==> config.mk <==
export PLATFORM = sky130hd
export DESIGN_NAME = reorder_receive_window
export DESIGN_NICKNAME = d
export VERILOG_FILES = /design/src/hw/rtl/rrw_pkg.sv /design/src/hw/rtl/rrw_controller.sv /design/src/hw/rtl/rrw_datapath.sv /design/src/hw/rtl/reorder_receive_window.sv
export SDC_FILE = /design/constraint.sdc
export NUM_CORES = 1
export LEC_CHECK = 0
export ABC_AREA = 1
export BUFFER_PORTS_ARGS = -buffer_cell sky130_fd_sc_hd__buf_2
export CAP_MARGIN = 20
export CORE_MARGIN = 10
export CORE_UTILIZATION = 50
export DETAILED_ROUTE_END_ITERATION = 8
export PLACE_DENSITY = 0.65
export SLEW_MARGIN = 10
export SYNTH_ARGS = -nofsm -noshare
export SYNTH_HDL_FRONTEND = slang
export SYNTH_HIERARCHICAL = 1
export SYNTH_SLANG_ARGS = --single-unit
==> constraint.sdc <==
create_clock -name i_clk -period 12.22 [get_ports i_clk]
set_input_delay 0.611 -clock i_clk [delete_from_list [all_inputs] [get_ports i_clk]]
set_output_delay 0.611 -clock i_clk [all_outputs]
set_load 0.02 [all_outputs]
==> src/hw/rtl/rrw_pkg.sv <==
// Shared types and constants for the reorder receive window.
// Holds the command and status structures between controller and datapath.
// No dependencies.
package rrw_pkg;

    localparam int SEQ_W      = 32;
    localparam int LEN_W      = 11;
    localparam int WIN_W      = 16;
    localparam int KIND_W     = 3;
    localparam int SLOT_OUT_W = 4;
    localparam int CREDIT_W   = 16;
    localparam int REM_W      = 16;
    localparam int CFG_IDX_W  = 4;
    localparam int CFG_DATA_W = 32;

    localparam logic [CREDIT_W-1:0] CREDIT_MAX = 16'hFFFF;

    localparam logic [CFG_IDX_W-1:0] REG_INIT_SEQ = 4'd0;
    localparam logic [CFG_IDX_W-1:0] REG_OUT_CAP  = 4'd1;

    localparam logic [KIND_W-1:0] KIND_DELIVER  = 3'd0;
    localparam logic [KIND_W-1:0] KIND_DRAIN    = 3'd1;
    localparam logic [KIND_W-1:0] KIND_STORE    = 3'd2;
    localparam logic [KIND_W-1:0] KIND_ACK      = 3'd3;
    localparam logic [KIND_W-1:0] KIND_NO_SPACE = 3'd4;
    localparam logic [KIND_W-1:0] KIND_FULL     = 3'd5;

    typedef struct packed {
        logic              capture;
        logic              div_start;
        logic              emit;
        logic [KIND_W-1:0] kind;
        logic              use_slot_len;
        logic              last;
    } t_cmd;

    typedef struct packed {
        logic dist_zero;
        logic dist_ahead;
        logic in_range;
        logic fits_in;
        logic fits_slot;
        logic occ_exp;
        logic occ_slot;
        logic credit_short;
        logic div_done;
        logic out_free;
    } t_status;

endpackage

==> src/hw/rtl/rrw_controller.sv <==
// Sequencing state machine for the reorder receive window.
// Depends on rrw_pkg for the command and status structures.
module rrw_controller (
    input  logic             i_clk,
    input  logic             i_rst_n,
    input  logic             i_in_valid,
    output logic             o_in_ready,
    input  rrw_pkg::t_status i_status,
    output rrw_pkg::t_cmd    o_cmd
);
    import rrw_pkg::*;

    localparam logic [2:0] ST_IDLE        = 3'd0;
    localparam logic [2:0] ST_CLASSIFY    = 3'd1;
    localparam logic [2:0] ST_DIVIDE      = 3'd2;
    localparam logic [2:0] ST_SLOT        = 3'd3;
    localparam logic [2:0] ST_STORE_ACK   = 3'd4;
    localparam logic [2:0] ST_DRAIN_CHECK = 3'd5;
    localparam logic [2:0] ST_DRAIN_EMIT  = 3'd6;

    logic [2:0] r_state;
    logic [2:0] n_state;

    assign o_in_ready = (r_state == ST_IDLE);

    always_comb begin
        n_state = r_state;
        o_cmd   = '0;
        case (r_state)
            ST_IDLE: begin
                if (i_in_valid) begin
                    o_cmd.capture = 1'b1;
                    n_state       = ST_CLASSIFY;
                end
            end
            ST_CLASSIFY: begin
                if (i_status.dist_zero) begin
                    if (i_status.out_free) begin
                        o_cmd.emit = 1'b1;
                        if (i_status.fits_in) begin
                            o_cmd.kind = KIND_DELIVER;
                            n_state    = ST_DRAIN_CHECK;
                        end else begin
                            o_cmd.kind = KIND_FULL;
                            o_cmd.last = 1'b1;
                            n_state    = ST_IDLE;
                        end
                    end
                end else if (i_status.dist_ahead) begin
                    if (i_status.in_range) begin
                        o_cmd.div_start = 1'b1;
                        n_state         = ST_DIVIDE;
                    end else begin
                        n_state = ST_IDLE;
                    end
                end else if (i_status.out_free) begin
                    o_cmd.emit = 1'b1;
                    o_cmd.kind = KIND_ACK;
                    o_cmd.last = 1'b1;
                    n_state    = ST_IDLE;
                end
            end
            ST_DIVIDE: begin
                if (i_status.div_done) begin
                    n_state = ST_SLOT;
                end
            end
            ST_SLOT: begin
                if (i_status.out_free) begin
                    o_cmd.emit = 1'b1;
                    if (i_status.occ_slot) begin
                        o_cmd.kind = KIND_ACK;
                        o_cmd.last = 1'b1;
                        n_state    = ST_IDLE;
                    end else if (i_status.credit_short) begin
                        o_cmd.kind = KIND_NO_SPACE;
                        o_cmd.last = 1'b1;
                        n_state    = ST_IDLE;
                    end else begin
                        o_cmd.kind = KIND_STORE;
                        n_state    = ST_STORE_ACK;
                    end
                end
            end
            ST_STORE_ACK: begin
                if (i_status.out_free) begin
                    o_cmd.emit = 1'b1;
                    o_cmd.kind = KIND_ACK;
                    o_cmd.last = 1'b1;
                    n_state    = ST_IDLE;
                end
            end
            ST_DRAIN_CHECK: begin
                if (i_status.occ_exp) begin
                    n_state = ST_DRAIN_EMIT;
                end else if (i_status.out_free) begin
                    o_cmd.emit = 1'b1;
                    o_cmd.kind = KIND_ACK;
                    o_cmd.last = 1'b1;
                    n_state    = ST_IDLE;
                end
            end
            ST_DRAIN_EMIT: begin
                if (i_status.out_free) begin
                    o_cmd.emit = 1'b1;
                    if (i_status.fits_slot) begin
                        o_cmd.kind = KIND_DRAIN;
                        n_state    = ST_DRAIN_CHECK;
                    end else begin
                        o_cmd.kind         = KIND_FULL;
                        o_cmd.use_slot_len = 1'b1;
                        o_cmd.last         = 1'b1;
                        n_state            = ST_IDLE;
                    end
                end
            end
            default: begin
                n_state = ST_IDLE;
            end
        endcase
    end

    always_ff @(posedge i_clk) begin
        if (!i_rst_n) begin
            r_state <= ST_IDLE;
        end else begin
            r_state <= n_state;
        end
    end

endmodule

==> src/hw/rtl/rrw_datapath.sv <==
// Datapath of the reorder receive window: stream state, slot table, slot divider and
// the result register. Depends on rrw_pkg; driven by rrw_controller commands.
module rrw_datapath #(
    parameter int WINDOW_PACKETS = 8,
    parameter int PAYLOAD_BYTES  = 1024
) (
    input  logic                              i_clk,
    input  logic                              i_rst_n,
    input  logic                              i_cfg_we,
    input  logic [rrw_pkg::CFG_IDX_W-1:0]     i_cfg_index,
    input  logic [rrw_pkg::CFG_DATA_W-1:0]    i_cfg_data,
    input  logic [rrw_pkg::SEQ_W-1:0]         i_packet_sequence,
    input  logic [rrw_pkg::LEN_W-1:0]         i_payload_length,
    input  logic [rrw_pkg::WIN_W-1:0]         i_peer_advertised_window,
    input  rrw_pkg::t_cmd                     i_cmd,
    output rrw_pkg::t_status                  o_status,
    input  logic                              i_out_ready,
    output logic                              o_out_valid,
    output logic [rrw_pkg::KIND_W-1:0]        o_result_kind,
    output logic [rrw_pkg::SLOT_OUT_W-1:0]    o_slot_index,
    output logic [rrw_pkg::LEN_W-1:0]         o_move_length,
    output logic [rrw_pkg::SEQ_W-1:0]         o_write_offset,
    output logic [rrw_pkg::SEQ_W-1:0]         o_ack_number,
    output logic [rrw_pkg::CREDIT_W-1:0]      o_advertised_space,
    output logic                              o_peer_window_changed,
    output logic                              o_last_of_run
);
    import rrw_pkg::*;

    localparam int SLOT_COUNT = 2 * WINDOW_PACKETS;
    localparam int SLOT_W     = $clog2(SLOT_COUNT);
    localparam int QUOT_W     = $clog2(SLOT_COUNT + 1);
    localparam int NUM_W      = $clog2((SLOT_COUNT + 1) * PAYLOAD_BYTES + 1);
    localparam int SUM_W      = SLOT_W + 2;
    localparam logic [SEQ_W-1:0]  SLOT_RANGE = SEQ_W'(SLOT_COUNT * PAYLOAD_BYTES);
    localparam logic [SLOT_W-1:0] SLOT_LAST  = SLOT_W'(SLOT_COUNT - 1);

    logic [SEQ_W-1:0]      r_init_seq;
    logic [SEQ_W-1:0]      r_out_cap;
    logic [SEQ_W-1:0]      r_expected;
    logic [SEQ_W-1:0]      r_delta;
    logic [SLOT_W-1:0]     r_q;
    logic [REM_W-1:0]      r_rem;
    logic [CREDIT_W-1:0]   r_credit;
    logic [SEQ_W-1:0]      r_delivered;
    logic [WIN_W-1:0]      r_peer;
    logic [SLOT_COUNT-1:0] r_occ;

    logic [SEQ_W-1:0]      r_seq;
    logic [LEN_W-1:0]      r_len;
    logic                  r_win_flag;

    logic [LEN_W-1:0]      r_mem [SLOT_COUNT];
    logic [LEN_W-1:0]      r_rd_len;

    logic [NUM_W-1:0]      r_num;
    logic [QUOT_W-1:0]     r_quot;
    logic                  r_busy;
    logic [SLOT_W-1:0]     r_base;

    logic                  r_out_valid;

    logic [SEQ_W-1:0]      cfg_init;
    logic [SEQ_W-1:0]      cfg_cap;
    logic [CREDIT_W-1:0]   cfg_credit;
    logic [LEN_W-1:0]      clamp_len;
    logic [SEQ_W-1:0]      seq_gap;
    logic [SEQ_W-1:0]      seq_off;
    logic                  wrapped;
    logic [QUOT_W-1:0]     quot_calc;
    logic [SUM_W-1:0]      slot_sum;
    logic [SLOT_W-1:0]     slot_calc;
    logic [SLOT_W+3:0]     slot_ext;
    logic [LEN_W-1:0]      adv_len;
    logic [SEQ_W:0]        adv_delta;
    logic [REM_W:0]        adv_rem;
    logic [SLOT_W-1:0]     q_inc;
    logic [SEQ_W-1:0]      n_delta;
    logic [SLOT_W-1:0]     n_q;
    logic [REM_W-1:0]      n_rem;
    logic [SEQ_W-1:0]      n_expected;
    logic [SEQ_W-1:0]      n_delivered;
    logic [CREDIT_W:0]     drain_sum;
    logic [CREDIT_W-1:0]   n_credit;
    logic [SLOT_W-1:0]     n_slot;
    logic [LEN_W-1:0]      n_move;
    logic [SEQ_W-1:0]      n_offset;
    logic                  advance;

    assign cfg_init   = (i_cfg_index == REG_INIT_SEQ) ? i_cfg_data : r_init_seq;
    assign cfg_cap    = (i_cfg_index == REG_OUT_CAP) ? i_cfg_data : r_out_cap;
    assign cfg_credit = (cfg_cap > SEQ_W'(CREDIT_MAX)) ? CREDIT_MAX : cfg_cap[CREDIT_W-1:0];

    assign clamp_len = (17'(i_payload_length) > 17'(PAYLOAD_BYTES)) ?
                       LEN_W'(PAYLOAD_BYTES) : i_payload_length;

    assign seq_gap = r_seq - r_expected;
    assign seq_off = r_seq - r_init_seq;
    assign wrapped = (seq_off < r_delta);

    // The quotient is at most SLOT_COUNT, so it is found by comparing against every multiple.
    always_comb begin
        quot_calc = '0;
        for (int k = 1; k <= SLOT_COUNT; k++) begin
            if (r_num >= NUM_W'(k * PAYLOAD_BYTES)) begin
                quot_calc = QUOT_W'(k);
            end
        end
    end

    assign slot_sum  = SUM_W'(r_base) + SUM_W'(r_quot);
    assign slot_calc = (slot_sum >= SUM_W'(SLOT_COUNT)) ?
                       SLOT_W'(slot_sum - SUM_W'(SLOT_COUNT)) : SLOT_W'(slot_sum);

    assign adv_len   = (i_cmd.kind == KIND_DRAIN) ? r_rd_len : r_len;
    assign adv_delta = (SEQ_W + 1)'(r_delta) + (SEQ_W + 1)'(adv_len);
    assign adv_rem   = (REM_W + 1)'(r_rem) + (REM_W + 1)'(adv_len);
    assign q_inc     = (r_q == SLOT_LAST) ? '0 : r_q + 1'b1;
    assign n_delta   = adv_delta[SEQ_W-1:0];
    assign n_expected  = r_expected + SEQ_W'(adv_len);
    assign n_delivered = r_delivered + SEQ_W'(adv_len);
    assign drain_sum   = (CREDIT_W + 1)'(r_credit) + (CREDIT_W + 1)'(r_rd_len);
    assign advance     = (i_cmd.kind == KIND_DELIVER) || (i_cmd.kind == KIND_DRAIN);

    always_comb begin
        if (adv_delta[SEQ_W]) begin
            n_q   = '0;
            n_rem = adv_delta[REM_W-1:0];
        end else if (adv_rem >= (REM_W + 1)'(PAYLOAD_BYTES)) begin
            n_q   = q_inc;
            n_rem = REM_W'(adv_rem - (REM_W + 1)'(PAYLOAD_BYTES));
        end else begin
            n_q   = r_q;
            n_rem = adv_rem[REM_W-1:0];
        end
    end

    always_comb begin
        n_credit = r_credit;
        n_slot   = '0;
        n_move   = '0;
        n_offset = '0;
        case (i_cmd.kind)
            KIND_DELIVER: begin
                n_credit = (r_credit > CREDIT_W'(r_len)) ? r_credit - CREDIT_W'(r_len) : '0;
                n_move   = r_len;
                n_offset = r_delivered;
            end
            KIND_DRAIN: begin
                n_credit = drain_sum[CREDIT_W] ? CREDIT_MAX : drain_sum[CREDIT_W-1:0];
                n_slot   = r_q;
                n_move   = r_rd_len;
                n_offset = r_delivered;
            end
            KIND_STORE: begin
                n_credit = r_credit - CREDIT_W'(r_len);
                n_slot   = slot_calc;
                n_move   = r_len;
            end
            KIND_NO_SPACE: begin
                n_move = r_len;
            end
            KIND_FULL: begin
                n_move = i_cmd.use_slot_len ? r_rd_len : r_len;
            end
            default: begin
                n_move = '0;
            end
        endcase
    end

    assign slot_ext = (SLOT_W + 4)'(n_slot);

    always_comb begin
        o_status.dist_zero    = (seq_gap == '0);
        o_status.dist_ahead   = !seq_gap[SEQ_W-1] && (seq_gap != '0);
        o_status.in_range     = (seq_gap < SLOT_RANGE);
        o_status.fits_in      = ((SEQ_W + 1)'(r_delivered) + (SEQ_W + 1)'(r_len))
                                <= (SEQ_W + 1)'(r_out_cap);
        o_status.fits_slot    = ((SEQ_W + 1)'(r_delivered) + (SEQ_W + 1)'(r_rd_len))
                                <= (SEQ_W + 1)'(r_out_cap);
        o_status.occ_exp      = r_occ[r_q];
        o_status.occ_slot     = r_occ[slot_calc];
        o_status.credit_short = (r_credit < CREDIT_W'(r_len));
        o_status.div_done     = !r_busy;
        o_status.out_free     = !r_out_valid || i_out_ready;
    end

    always_ff @(posedge i_clk) begin
        if (!i_rst_n) begin
            r_init_seq  <= '0;
            r_out_cap   <= SEQ_W'(CREDIT_MAX);
            r_expected  <= '0;
            r_delta     <= '0;
            r_q         <= '0;
            r_rem       <= '0;
            r_credit    <= CREDIT_MAX;
            r_delivered <= '0;
            r_peer      <= '0;
            r_occ       <= '0;
            r_busy      <= 1'b0;
            r_out_valid <= 1'b0;
        end else begin
            if (i_cfg_we && ((i_cfg_index == REG_INIT_SEQ) || (i_cfg_index == REG_OUT_CAP))) begin
                r_init_seq  <= cfg_init;
                r_out_cap   <= cfg_cap;
                r_expected  <= cfg_init;
                r_delta     <= '0;
                r_q         <= '0;
                r_rem       <= '0;
                r_credit    <= cfg_credit;
                r_delivered <= '0;
                r_occ       <= '0;
            end else if (i_cmd.emit) begin
                r_credit <= n_credit;
                if (advance) begin
                    r_expected  <= n_expected;
                    r_delivered <= n_delivered;
                    r_delta     <= n_delta;
                    r_q         <= n_q;
                    r_rem       <= n_rem;
                end
                if (i_cmd.kind == KIND_DRAIN) begin
                    r_occ[r_q] <= 1'b0;
                end
                if (i_cmd.kind == KIND_STORE) begin
                    r_occ[slot_calc] <= 1'b1;
                end
            end

            if (i_cmd.capture) begin
                r_peer <= i_peer_advertised_window;
            end

            if (i_cmd.div_start) begin
                r_busy <= 1'b1;
            end else if (r_busy) begin
                r_busy <= 1'b0;
            end

            if (i_cmd.emit) begin
                r_out_valid <= 1'b1;
            end else if (i_out_ready) begin
                r_out_valid <= 1'b0;
            end
        end
    end

    always_ff @(posedge i_clk) begin
        if (i_cmd.capture) begin
            r_seq      <= i_packet_sequence;
            r_len      <= clamp_len;
            r_win_flag <= (i_peer_advertised_window != r_peer);
        end

        if (i_cmd.div_start) begin
            r_num  <= wrapped ? NUM_W'(seq_off) : NUM_W'(seq_gap + SEQ_W'(r_rem));
            r_base <= wrapped ? '0 : r_q;
        end else if (r_busy) begin
            r_quot <= quot_calc;
        end

        if (i_cmd.emit) begin
            o_result_kind         <= i_cmd.kind;
            o_slot_index          <= slot_ext[SLOT_OUT_W-1:0];
            o_move_length         <= n_move;
            o_write_offset        <= n_offset;
            o_ack_number          <= advance ? n_expected : r_expected;
            o_advertised_space    <= n_credit;
            o_peer_window_changed <= r_win_flag;
            o_last_of_run         <= i_cmd.last;
        end
    end

    always_ff @(posedge i_clk) begin
        if (i_cmd.emit && (i_cmd.kind == KIND_STORE)) begin
            r_mem[slot_calc] <= r_len;
        end
        r_rd_len <= r_mem[r_q];
    end

    assign o_out_valid = r_out_valid;

endmodule

==> src/hw/rtl/reorder_receive_window.sv <==
// Reorder receive window: one packet header per transaction in, a run of result transactions out.
// A packet too far ahead is dropped with no result; one ahead in range passes the slot divider
// and the slot stage before its first result. A new packet is accepted only once the previous
// one has emitted its last result. Each drained slot gives a result (slot table read port).
// Each result waits in one output register until taken, and the sequence stalls at its next result.
// Reset (synchronous, active low) restores the configuration defaults and clears all slots.
module reorder_receive_window #(
    parameter int WINDOW_PACKETS = 8,
    parameter int PAYLOAD_BYTES  = 1024
) (
    input  logic                              i_clk,
    input  logic                              i_rst_n,
    input  logic                              i_cfg_we,
    input  logic [rrw_pkg::CFG_IDX_W-1:0]     i_cfg_index,
    input  logic [rrw_pkg::CFG_DATA_W-1:0]    i_cfg_data,
    input  logic                              i_in_valid,
    output logic                              o_in_ready,
    input  logic [rrw_pkg::SEQ_W-1:0]         i_packet_sequence,
    input  logic [rrw_pkg::LEN_W-1:0]         i_payload_length,
    input  logic [rrw_pkg::WIN_W-1:0]         i_peer_advertised_window,
    output logic                              o_out_valid,
    input  logic                              i_out_ready,
    output logic [rrw_pkg::KIND_W-1:0]        o_result_kind,
    output logic [rrw_pkg::SLOT_OUT_W-1:0]    o_slot_index,
    output logic [rrw_pkg::LEN_W-1:0]         o_move_length,
    output logic [rrw_pkg::SEQ_W-1:0]         o_write_offset,
    output logic [rrw_pkg::SEQ_W-1:0]         o_ack_number,
    output logic [rrw_pkg::CREDIT_W-1:0]      o_advertised_space,
    output logic                              o_peer_window_changed,
    output logic                              o_last_of_run
);
    import rrw_pkg::*;

    t_cmd    cmd;
    t_status status;

    rrw_controller u_ctrl (
        .i_clk      (i_clk),
        .i_rst_n    (i_rst_n),
        .i_in_valid (i_in_valid),
        .o_in_ready (o_in_ready),
        .i_status   (status),
        .o_cmd      (cmd)
    );

    rrw_datapath #(
        .WINDOW_PACKETS (WINDOW_PACKETS),
        .PAYLOAD_BYTES  (PAYLOAD_BYTES)
    ) u_dp (
        .i_clk                    (i_clk),
        .i_rst_n                  (i_rst_n),
        .i_cfg_we                 (i_cfg_we),
        .i_cfg_index              (i_cfg_index),
        .i_cfg_data               (i_cfg_data),
        .i_packet_sequence        (i_packet_sequence),
        .i_payload_length         (i_payload_length),
        .i_peer_advertised_window (i_peer_advertised_window),
        .i_cmd                    (cmd),
        .o_status                 (status),
        .i_out_ready              (i_out_ready),
        .o_out_valid              (o_out_valid),
        .o_result_kind            (o_result_kind),
        .o_slot_index             (o_slot_index),
        .o_move_length            (o_move_length),
        .o_write_offset           (o_write_offset),
        .o_ack_number             (o_ack_number),
        .o_advertised_space       (o_advertised_space),
        .o_peer_window_changed    (o_peer_window_changed),
        .o_last_of_run            (o_last_of_run)
    );

endmodule
==> summary.md <==
TritonCTS built the clock tree. At the worst endpoint, the arrival time is 9750 ps. The tools report the fraction of power consumed by sequential logic as 37.3%. The cell count after synthesis came out at 4687. For this design, the sink count on the clock tree is 577. The run finished with clean final reports.

Once detail routing completed, the nets flagged for antenna violations numbered 0. The final layout contains 5245 nets. The tools report the final number of max-transition violations as 0.

The share of the clock period used by the worst path after layout works out to 75.70%. The repair_antennas step left the layout with diodes totalling 0. Net switching is 34.96% of the power. The largest individual stage delay along the critical path comes from the cell sky130_fd_sc_hd__edfxtp_1.

The type of element capturing the critical path was a register. Of the total synthesized cell area, the portion taken by XOR and XNOR cells is 4.833%. The standard cell core area is 0.07271 mm², and the transition time at the pin with the least slew margin is 1108 ps. The internal power summed over all cells came out at 4.006 mW. For the leakage component of the power, the log shows 17.55 nW. The floorplan step set the die width to 290.6 µm. Kind of launch point of the worst setup path: a register. The run gives 30780 as the number of global-route vias before repair. The family with the most delay on the worst path was simple AND/OR/NAND/NOR gates. The area of the die came out at 0.08444 mm².

The worst endpoint required time was 12720 ps. For the worst flop-to-flop path, the logic depth is 49. Across all layers, the routed design uses 33290 vias. Max-cap violations in this run came to 0. The power density normalized to cell area was 150.1 mW/mm².

In the synthesized netlist the async set-or-reset flop fraction comes to 0%. The relative max-transition margin came out at 26.05%. Counting both buffers and inverters, the worst setup path holds a total of 5.

The critical path depth came out at 49. Setup violations remaining at the end of the flow were counted as 0. Number of antenna violations at the first check in global routing: 3. After detailed routing, the total wire length is 120.9 mm.

The average vias per placed instance was 5.663; the clock network latency to the later pin of the worst-skew pair was 640 ps. The run gives 40.66% as the share of synthesized area occupied by flip-flops and latches. Setup total negative slack on the finished layout was measured at 0 ps. Entering global routing, the biggest net connects 102 pins.

Once the clock tree was built, the setup fixing pass inserted 0 buffers. The most numerous cell type found on the critical path is sky130_fd_sc_hd__nor2_1. Number of violations reported at the end of detailed-routing iteration 0: 3381. The compound-gate portion of the synthesized area was 14.92%. The largest total area in the synthesized netlist belongs to sky130_fd_sc_hd__edfxtp_1. Routed wire length per instance: 20.57 µm. The chip height works out to 290.6 µm.

In the synthesized netlist, mux cells make up 0% of the area. The run gives 5067 as the synthesized netlist net count. The worst setup path is of the register to register kind. After detailed routing, the number of remaining DRC violations is 0. The tools report the worst-case vdd ir drop as 125.3 µV. Once the floorplan was initialized, standard cells occupied 50.35% of the core.

Relative to the synthesized area, the layout overhead comes to 12.09%. Number of enable flip-flop cells after synthesis: 333. The logs give 0 for the overall overflow remaining after global route and 7 for the number of search-and-repair iterations in the first detailed-routing pass.

During placement, the flow inserted port buffers numbering 201. For this run, the number of Yosys warnings is 6. Path category of the worst min-delay check: primary input to register. Setup repair after global routing left no endpoint under its margin. The biggest cell delay along the critical path came out at 640 ps. A synthesized cell averages 7.811 µm². During I/O placement, the number of pins put on the boundary was 202. Summing the areas of all fa, ha and maj instances in the mapped netlist gives 9.815% of the synthesized area. After synthesis, the largest family of logic cells by area is simple AND/OR/NAND/NOR gates.

The floorplan has 99 rows. The time the worst path needs with I/O delays and setup came out at 9250 ps. The hold slack is 161.7 ps. Clock root buffer: sky130_fd_sc_hd__clkbuf_16.

The number of hold violations in the final report is 0. By area the synthesized netlist is led by sky130_fd_sc_hd__edfxtp_1 (27%), sky130_fd_sc_hd__dfxtp_1 (13%), sky130_fd_sc_hd__nand2_1 (9.7%). The first global-routing pass estimated 183.3 mm of wire. Derived from the worst setup path, the maximum achievable clock frequency is 108.1 MHz.

In the final layout, the share of cells above drive strength 1 is 8.965%. Combinational logic burns 27.4% of the power. The number of different library cells in the post-synthesis netlist is 64. The placer congestion estimate was 1.006. After synthesis, the largest area contributor takes up 27.31% of total cell area. Most frequently used flop master after synthesis: sky130_fd_sc_hd__edfxtp_1.

The tools report the TritonCTS buffer count as 67. The cell depth of the worst hold path came out at 1. Summed over all nets, the switching power comes to 2.154 mW.

The flip-flop and latch count after synthesis was 577; the synthesized-area fraction occupied by and/or/nand/nor cells was 21.94%. After clock tree synthesis, the flow added hold-fix buffers numbering 0. After clock tree synthesis, the clock-pin slew on the worst setup and hold paths is 60 ps. After clock tree synthesis, the repair step resized 0 gates.

In the global route stage, overall resource usage came out at 27.44%. Detailed placement finished with a half-perimeter wire length of 91.64 mm. Of the total power, the clock network draws 35.3%.

The H-tree depth reported by CTS is 3, and the worst clock skew is 40.80 ps. Largest fanout of any net on the critical path: 23. The logs give 3 for the number of buffers on the longest clock path and 0.03661 mm² for the post-synthesis instance area.
## placed cells by master (no fill, tap or decap), types with 69 or more instances in the layout
master                      count
sky130_fd_sc_hd__ha_1         268
sky130_fd_sc_hd__nor2_1       491
sky130_fd_sc_hd__a21oi_1      394
sky130_fd_sc_hd__nand4_1      100
sky130_fd_sc_hd__buf_2        201
sky130_fd_sc_hd__clkbuf_16     69
sky130_fd_sc_hd__edfxtp_1     333
sky130_fd_sc_hd__nand2_1      941
sky130_fd_sc_hd__inv_1        585
sky130_fd_sc_hd__nand3_1      186
sky130_fd_sc_hd__o21ai_0      392
sky130_fd_sc_hd__dfxtp_1      243
sky130_fd_sc_hd__xor2_1       155
## synthesized netlist by cell type, types with 8 or more instances
cell type                  number
sky130_fd_sc_hd__a21o_1        10
sky130_fd_sc_hd__a21oi_1      394
sky130_fd_sc_hd__a22oi_1       19
sky130_fd_sc_hd__a31oi_1       19
sky130_fd_sc_hd__buf_1          8
sky130_fd_sc_hd__buf_2         25
sky130_fd_sc_hd__buf_6          9
sky130_fd_sc_hd__clkbuf_1      90
sky130_fd_sc_hd__dfxtp_1      244
sky130_fd_sc_hd__edfxtp_1     333
sky130_fd_sc_hd__fa_1          12
sky130_fd_sc_hd__ha_1         268
sky130_fd_sc_hd__inv_1        587
sky130_fd_sc_hd__inv_2          9
sky130_fd_sc_hd__nand2_1      946
sky130_fd_sc_hd__nand2_2        9
sky130_fd_sc_hd__nand3_1      186
sky130_fd_sc_hd__nand3b_1      15
sky130_fd_sc_hd__nand4_1      100
sky130_fd_sc_hd__nor2_1       508
sky130_fd_sc_hd__nor3_1        69
sky130_fd_sc_hd__nor4_1        15
sky130_fd_sc_hd__o211ai_1      25
sky130_fd_sc_hd__o21a_1        11
sky130_fd_sc_hd__o21ai_0      393
sky130_fd_sc_hd__o21ai_1        9
sky130_fd_sc_hd__o21bai_1      14
sky130_fd_sc_hd__o22ai_1       63
sky130_fd_sc_hd__xnor2_1       47
sky130_fd_sc_hd__xor2_1       155
## flip-flops by register name (all words and copies together) (netlist names), 4 cells and up
signal / flops
u_dp/r_mem: 176
u_dp/o_advertised_space: 16
u_dp/r_len: 11
u_dp/r_base: 4
u_dp/r_init_seq: 32
u_dp/r_q: 4
u_dp/r_seq: 32
u_dp/r_credit: 16
u_dp/r_num: 5
u_dp/r_expected: 32
u_dp/r_rem: 16
u_dp/r_peer: 16
u_dp/r_out_cap: 32
u_dp/o_ack_number: 32
u_dp/o_move_length: 11
u_dp/r_delta: 32
u_dp/r_occ: 16
u_dp/r_rd_len: 11
u_dp/r_quot: 4
u_dp/r_delivered: 32
u_dp/o_slot_index: 4
u_dp/o_write_offset: 32
## cells by family (layout without fill, tap and decap cells)
kind of cell             Yosys count  count (layout)
AND/OR/NAND/NOR                 1891            1891
AO/OA/AOI/OAI                   1002            1002
buffers and inverters            735             967
flip-flops                       577             577
adder cells (fa/ha/maj)          280             280
XOR/XNOR                         202             202
## power by group through the flow
stage / logic (mW) / clock network [mW] / registers, mW
after global routing: 1.87 / 2.29 / 2.31
after global placement: 1.65 / 0 / 2.33
final: 1.69 / 2.17 / 2.30
after CTS: 1.66 / 2.21 / 2.29
after detailed placement: 1.65 / 0 / 2.34
after floorplan: 1.12 / 0 / 2.34
## layer usage
metal  GRT usage (%)  wire [µm]
met1           38.63      53970
met2           42.40      52850
met3           4.219       9858
met4           9.293       4181
met5               0         33
## final timing paths
check / start / to / slack (ps)
max: u_dp/r_len[3]$_SDFFCE_PN0P_ / u_dp/r_q[3]$_SDFFE_PP0P_ / 2970
min: i_packet_sequence[31] / u_dp/r_seq[31]$_DFFE_PP_ / 160
max reg2reg: u_dp/r_len[3]$_SDFFCE_PN0P_ / u_dp/r_q[3]$_SDFFE_PP0P_ / 2970
min reg2reg: u_dp/r_win_flag$_DFFE_PP_ / u_dp/o_peer_window_changed$_DFFE_PP_ / 420
## area by class of cell
cell class | count | area (µm²)
Tap cell | 959 | 1200
Sequential cell | 577 | 14890
Fill cell | 6850 | 31670
Clock buffer | 86 | 1871
Multi-Input combinational cell | 3375 | 18940
Timing Repair Buffer | 243 | 1334
Clock inverter | 37 | 548.0
Inverter | 601 | 2261
## through the flow
stage               util, %  instance area (µm²)  worst slack (ps)  std cells  total power, mW
finish                56.44                41040              2970       5878            6.160
floorplan                 -                36610              2599       4687            3.459
global route          56.44                41040              2029       5878            6.466
detailed placement    53.08                38600              3120       5754            3.988
global placement      53.08                38600              3318       5754            3.984
CTS                   56.41                41020              3068       5877            6.164
Power figures use the tool's default switching activity.
